### src/fst_pkg.sv
package fst_pkg;

    localparam int NPTS = 5;
    localparam int PW   = 15;   // landmark coordinate
    localparam int SW   = 18;   // sum of five coordinates
    localparam int CW   = 19;   // centered coordinate, signed
    localparam int TW   = 21;   // centered template coordinate, signed
    localparam int PRW  = 40;   // lane products, signed
    localparam int LW   = 41;   // lane sums, signed
    localparam int NW   = 44;   // merged sums, signed
    localparam int SUW  = 22;   // template coordinate sums
    localparam int TNW  = 64;   // divider numerators, signed
    localparam int DW   = 51;   // divider denominators
    localparam int QW   = 34;   // quotient bits before rounding
    localparam int OW   = 32;   // result width
    localparam int SH_A = 16;   // fraction shift for a and b
    localparam int SH_T = 12;   // fraction shift for tx and ty

    localparam logic [SUW-1:0] SUM_U = 22'd2801308;
    localparam logic [SUW-1:0] SUM_V = 22'd3595039;

    localparam logic [9:0]  DEN_A_MUL = 10'd625;
    localparam logic [11:0] DEN_T_MUL = 12'd3125;

    localparam logic signed [OW-1:0] OUT_MAX = 32'sh7FFF_FFFF;
    localparam logic signed [OW-1:0] OUT_MIN = 32'sh8000_0000;

    typedef logic signed [TW-1:0] tmpl_t;

    // template points times five minus their sum, in units of 1e-4 px
    localparam tmpl_t TMPL_UC [NPTS] = '{
        -21'sd886578, 21'sd875282, -21'sd48, -21'sd723843, 21'sd735187
    };
    localparam tmpl_t TMPL_VC [NPTS] = '{
        -21'sd1010224, -21'sd1019969, -21'sd8209, 21'sd1023236, 21'sd1015166
    };

    typedef struct packed {
        logic [PW-1:0] point0_x;
        logic [PW-1:0] point0_y;
        logic [PW-1:0] point1_x;
        logic [PW-1:0] point1_y;
        logic [PW-1:0] point2_x;
        logic [PW-1:0] point2_y;
        logic [PW-1:0] point3_x;
        logic [PW-1:0] point3_y;
        logic [PW-1:0] point4_x;
        logic [PW-1:0] point4_y;
    } points_t;

    typedef struct packed {
        logic signed [OW-1:0] scale_cos;
        logic signed [OW-1:0] scale_sin;
        logic signed [OW-1:0] shift_x;
        logic signed [OW-1:0] neg_scale_sin;
        logic signed [OW-1:0] scale_cos_copy;
        logic signed [OW-1:0] shift_y;
        logic                 degenerate;
    } fit_t;

    typedef struct packed {
        logic signed [LW-1:0] d;
        logic signed [LW-1:0] na;
        logic signed [LW-1:0] nb;
    } lane_sum_t;

endpackage

### src/fst_lane.sv
module fst_lane
    import fst_pkg::*;
#(
    parameter tmpl_t UC = TMPL_UC[0],
    parameter tmpl_t VC = TMPL_VC[0]
)
(
    input  logic          clk,
    input  logic          en,
    input  logic [PW-1:0] px,
    input  logic [PW-1:0] py,
    input  logic [SW-1:0] sx,
    input  logic [SW-1:0] sy,
    output lane_sum_t     sums
);

    logic signed [CW-1:0]  xc_reg, yc_reg;
    logic signed [CW-1:0]  xc_next, yc_next;
    logic signed [PRW-1:0] xe, ye, ue, ve;
    logic signed [PRW-1:0] xx_reg, yy_reg, xu_reg, yv_reg, yu_reg, xv_reg;
    lane_sum_t             sums_reg, sums_next;

    // 5*p - sum, wraps into the signed range it is known to fit
    assign xc_next = signed'(CW'({px, 2'b00}) + CW'(px) - CW'(sx));
    assign yc_next = signed'(CW'({py, 2'b00}) + CW'(py) - CW'(sy));

    assign xe = {{(PRW-CW){xc_reg[CW-1]}}, xc_reg};
    assign ye = {{(PRW-CW){yc_reg[CW-1]}}, yc_reg};
    assign ue = {{(PRW-TW){UC[TW-1]}}, UC};
    assign ve = {{(PRW-TW){VC[TW-1]}}, VC};

    always_comb
    begin
        sums_next.d  = {xx_reg[PRW-1], xx_reg} + {yy_reg[PRW-1], yy_reg};
        sums_next.na = {xu_reg[PRW-1], xu_reg} + {yv_reg[PRW-1], yv_reg};
        sums_next.nb = {yu_reg[PRW-1], yu_reg} - {xv_reg[PRW-1], xv_reg};
    end

    always_ff @(posedge clk)
    begin
        if (en)
        begin
            xc_reg   <= xc_next;
            yc_reg   <= yc_next;
            xx_reg   <= xe * xe;
            yy_reg   <= ye * ye;
            xu_reg   <= xe * ue;
            yv_reg   <= ye * ve;
            yu_reg   <= ye * ue;
            xv_reg   <= xe * ve;
            sums_reg <= sums_next;
        end
    end

    assign sums = sums_reg;

endmodule

### config.mk
export PLATFORM = sky130hd
export DESIGN_NAME = fst_lane
export DESIGN_NICKNAME = d
export VERILOG_FILES = /design/src/fst_pkg.sv /design/src/fst_lane.sv
export SDC_FILE = /design/constraint.sdc
export NUM_CORES = 2
export LEC_CHECK = 0
export ABC_CLOCK_PERIOD_IN_PS = 13550
export BUFFER_PORTS_ARGS = -buffer_cell sky130_fd_sc_hd__buf_2
export CAP_MARGIN = 20
export CORE_MARGIN = 2
export CORE_UTILIZATION = 39
export CTS_BUF_LIST = sky130_fd_sc_hd__clkbuf_16
export DETAILED_ROUTE_END_ITERATION = 8
export HOLD_SLACK_MARGIN = 0.05
export PLACE_DENSITY_LB_ADDON = 0.15
export SETUP_SLACK_MARGIN = 0.15
export SYNTH_ARGS = -nofsm -noshare
export SYNTH_HDL_FRONTEND = slang
export SYNTH_SLANG_ARGS = --single-unit
### constraint.sdc
create_clock -name clk -period 13.55 [get_ports clk]
set_clock_uncertainty 0.15 [all_clocks]
set_input_delay 1.355 -clock clk [delete_from_list [all_inputs] [get_ports clk]]
set_output_delay 1.355 -clock clk [all_outputs]
set_load 0.05 [all_outputs]
==> flow_summary.ini <==
[run_status]
status = completed

[synth]
netlist_area_mm2 = 0.07084
syn_inst = 6839
synth_top_area_share_pct = 35.32
synth-warning-count = 0
avgSynthCellArea_um2 = 10.36
synth.area.top_cells = fa_1 (35%), ha_1 (19%), edfxtp_1 (16%)
synth_ff_type = edfxtp_1
synth_edf_count = 377
ys_top_cells_by_count = inv_1 (1813), fa_1 (1250), ha_1 (1083)
netlist.top_cell.by_area = fa_1
yosysMostFrequentCell = inv_1
yosysUniqueCellTypes = 91
async_reset_ff_share_pct = 0
synth_seq_cells = 377
synth-seq-area-share_pct = 15.98

[global_routing]
grtUsageTotal_pct = 22.41
first_global_vias = 50400
grt_max_degree = 127
grt_pass1_wl_mm = 313.0
overflow = 0
antenna_found_initial = 2

[placed_design]
dpl-instance-area_mm2 = 0.07488
numPortBuffers = 188
place_ws_ns = 5.338
place_congestion = 0.9400
dp_hpwl_mm = 170.3

[final_layout]
drive_gt1_share_pct = 5.621
nFillCells = 17440
largest_reg_flops = 119
stdcell_area_mm2 = 0.07678
area_growth_pct = 8.382
num-nets-final = 9460

[critical_path]
crit_buf_inv = 4
path_max_fanout = 21
crit_family = adder cells
worstSetupPathType = reg -> reg
slowest_stage = clkinv_1
endpoint_kind = register
crit_start = yc_reg[15]$_DFFE_PP_
cp.depth = 23
r2r_cells = 23
crit_top_cell = fa_1
path_cells = buf_4 > clkinv_1 > nor2_1 > inv_1 > fa_1 > inv_1 > fa_1 > fa_1 > fa_1 > fa_1 > fa_1 > ha_1 > ha_1 > a21o_1 > a21oi_1 > nor2b_1 > a311oi_1 > a31oi_1 > o21ai_0 > a21oi_1 > a311o_1 > a21oi_1 > xnor2_1
critical_path.max_stage_delay_ns = 0.98
cp_data_required_time_ns = 13.77
arrival_ns = 8.67
r2r_start = yc_reg[15]$_DFFE_PP_
start_kind = register

[cts]
ctsResizeCount = 0
cts_buffer_depth = 3
post_cts_buffers = 0
clock-sinks = 377
cts_root_buf = clkbuf_16
cts_max_level = 2
cts_tree = done
clk_pin_slew_ns = 0.06
cts_hold_buf = 0
cts_buffers = 50
clk-insertion-delay-late_ns = 0.69

[timing]
final-setup-viol-count = 0
slew_violations = 0
hold_viol_final = 0
max_freq_ghz = 0.1184
max_slew_margin_pct = 25.94
fin_ws_ns = 5.105
fin_setup_tns_ns = 0
rsz0062_at_grt = no
period_share_pct = 62.33
period_needed_ns = 8.445
worst_pin_slew_ns = 1.104

[routing]
drtAntennaViolNets = 0
wl_per_cell_um = 21.34
vias_per_cell = 4.966
firstDrtPassIters = 5
wl_mm = 202.1
drt_iter0_drc = 2773
num_vias = 47040
drc = 0

[min_path]
hold_class = reg -> reg
hold_depth = 0
min_from = yu_reg[2]$_DFFE_PP_

[job]
max-cap-violations = 0

[die]
die_area_mm2 = 0.1851
initial_core_util_pct = 39.24
core.rowCount = 156
io_pins = 191
core_area_mm2 = 0.1805
die_x_um = 430.2
die_h_um = 430.2
worst paths after layout:
path	to	slack (ns)
worst max-delay path	yy_reg[34]$_DFFE_PP_	5.10
worst min-delay path	sums[2]$_DFFE_PP_	0.27
worst max register to register	yy_reg[34]$_DFFE_PP_	5.10
worst min register to register	sums[2]$_DFFE_PP_	0.27
kinds of logic (layout without fill, tap and decap cells):
| kind of cell | count (synthesis) | in the layout | synth area share, % |
|---|---|---|---|
| adders and majority gates | 2335 | 2335 | 54.48 |
| buffers and inverters | 1897 | 2155 | 10.07 |
| and+or+nand+nor | 918 | 918 | 5.885 |
| AOI/OAI and AO/OA | 866 | 866 | 8.033 |
| xor gates and xnor gates | 425 | 425 | 5.254 |
| DFF | 377 | 377 | 15.98 |
| muxes | 20 | 20 | 0.2896 |
| other | 1 | 6 | 0.005293 |
cell usage in the layout (no fill, tap or decap), types with 24 or more instances in the layout:
| cell type | Yosys | routed |
|---|---|---|
| edfxtp_1 | 377 | 377 |
| and3_1 | 25 | 25 |
| o21ai_0 | 149 | 149 |
| nor2_1 | 281 | 281 |
| a211oi_1 | 33 | 33 |
| fa_1 | 1250 | 1250 |
| a31oi_1 | 28 | 28 |
| buf_4 | 4 | 52 |
| nor2b_1 | 42 | 42 |
| nand3_1 | 57 | 57 |
| ha_1 | 1083 | 1083 |
| a21o_1 | 133 | 133 |
| buf_2 | 1 | 187 |
| nand2_1 | 325 | 325 |
| nand2b_1 | 29 | 29 |
| nand4_1 | 24 | 24 |
| inv_1 | 1813 | 1815 |
| o21bai_1 | 50 | 50 |
| clkbuf_16 | 0 | 51 |
| nor3_1 | 43 | 43 |
| xor2_1 | 121 | 121 |
| o21a_1 | 44 | 44 |
| a21oi_1 | 267 | 267 |
| xnor2_1 | 304 | 304 |
area by class of cell:
| cell class | count | area [um2] | share of cell area [%] |
|---|---|---|---|
| antenna | 3 | 7.507 | 0.009777 |
| clock buffer | 51 | 1276 | 1.662 |
| clock inverter | 41 | 618.1 | 0.8050 |
| inverter | 1822 | 6839 | 8.907 |
| multi-input combinational | 4567 | 52390 | 68.24 |
| sequential | 377 | 11320 | 14.74 |
| tap | 2370 | 2965 | 3.862 |
| timing repair buffer | 241 | 1361 | 1.773 |
routing by layer:
metal	vias to the layer above	routed length [um]	GRT usage (%)
met5	-	11	0
met4	2	5584	5.553
met3	179	9017	2.591
met2	1002	94870	36.59
met1	23860	92650	31.71
li1	22000	-	-
per-stage QoR:
step           std cells  utilization [%]  hold slack (ns)
6_report            9472            42.53           0.2740
5_1_grt             9469            42.52           0.2899
4_1_cts             9469            42.52           0.2721
3_5_place_dp        9377            41.47           0.2581
3_3_place_gp        9377            41.47           0.2542
2_1_floorplan       6841                -           0.2503
Power is left out: the tool's default activity adds up to more than one toggle a clock period on the data nets, which glitch-free logic cannot reach.
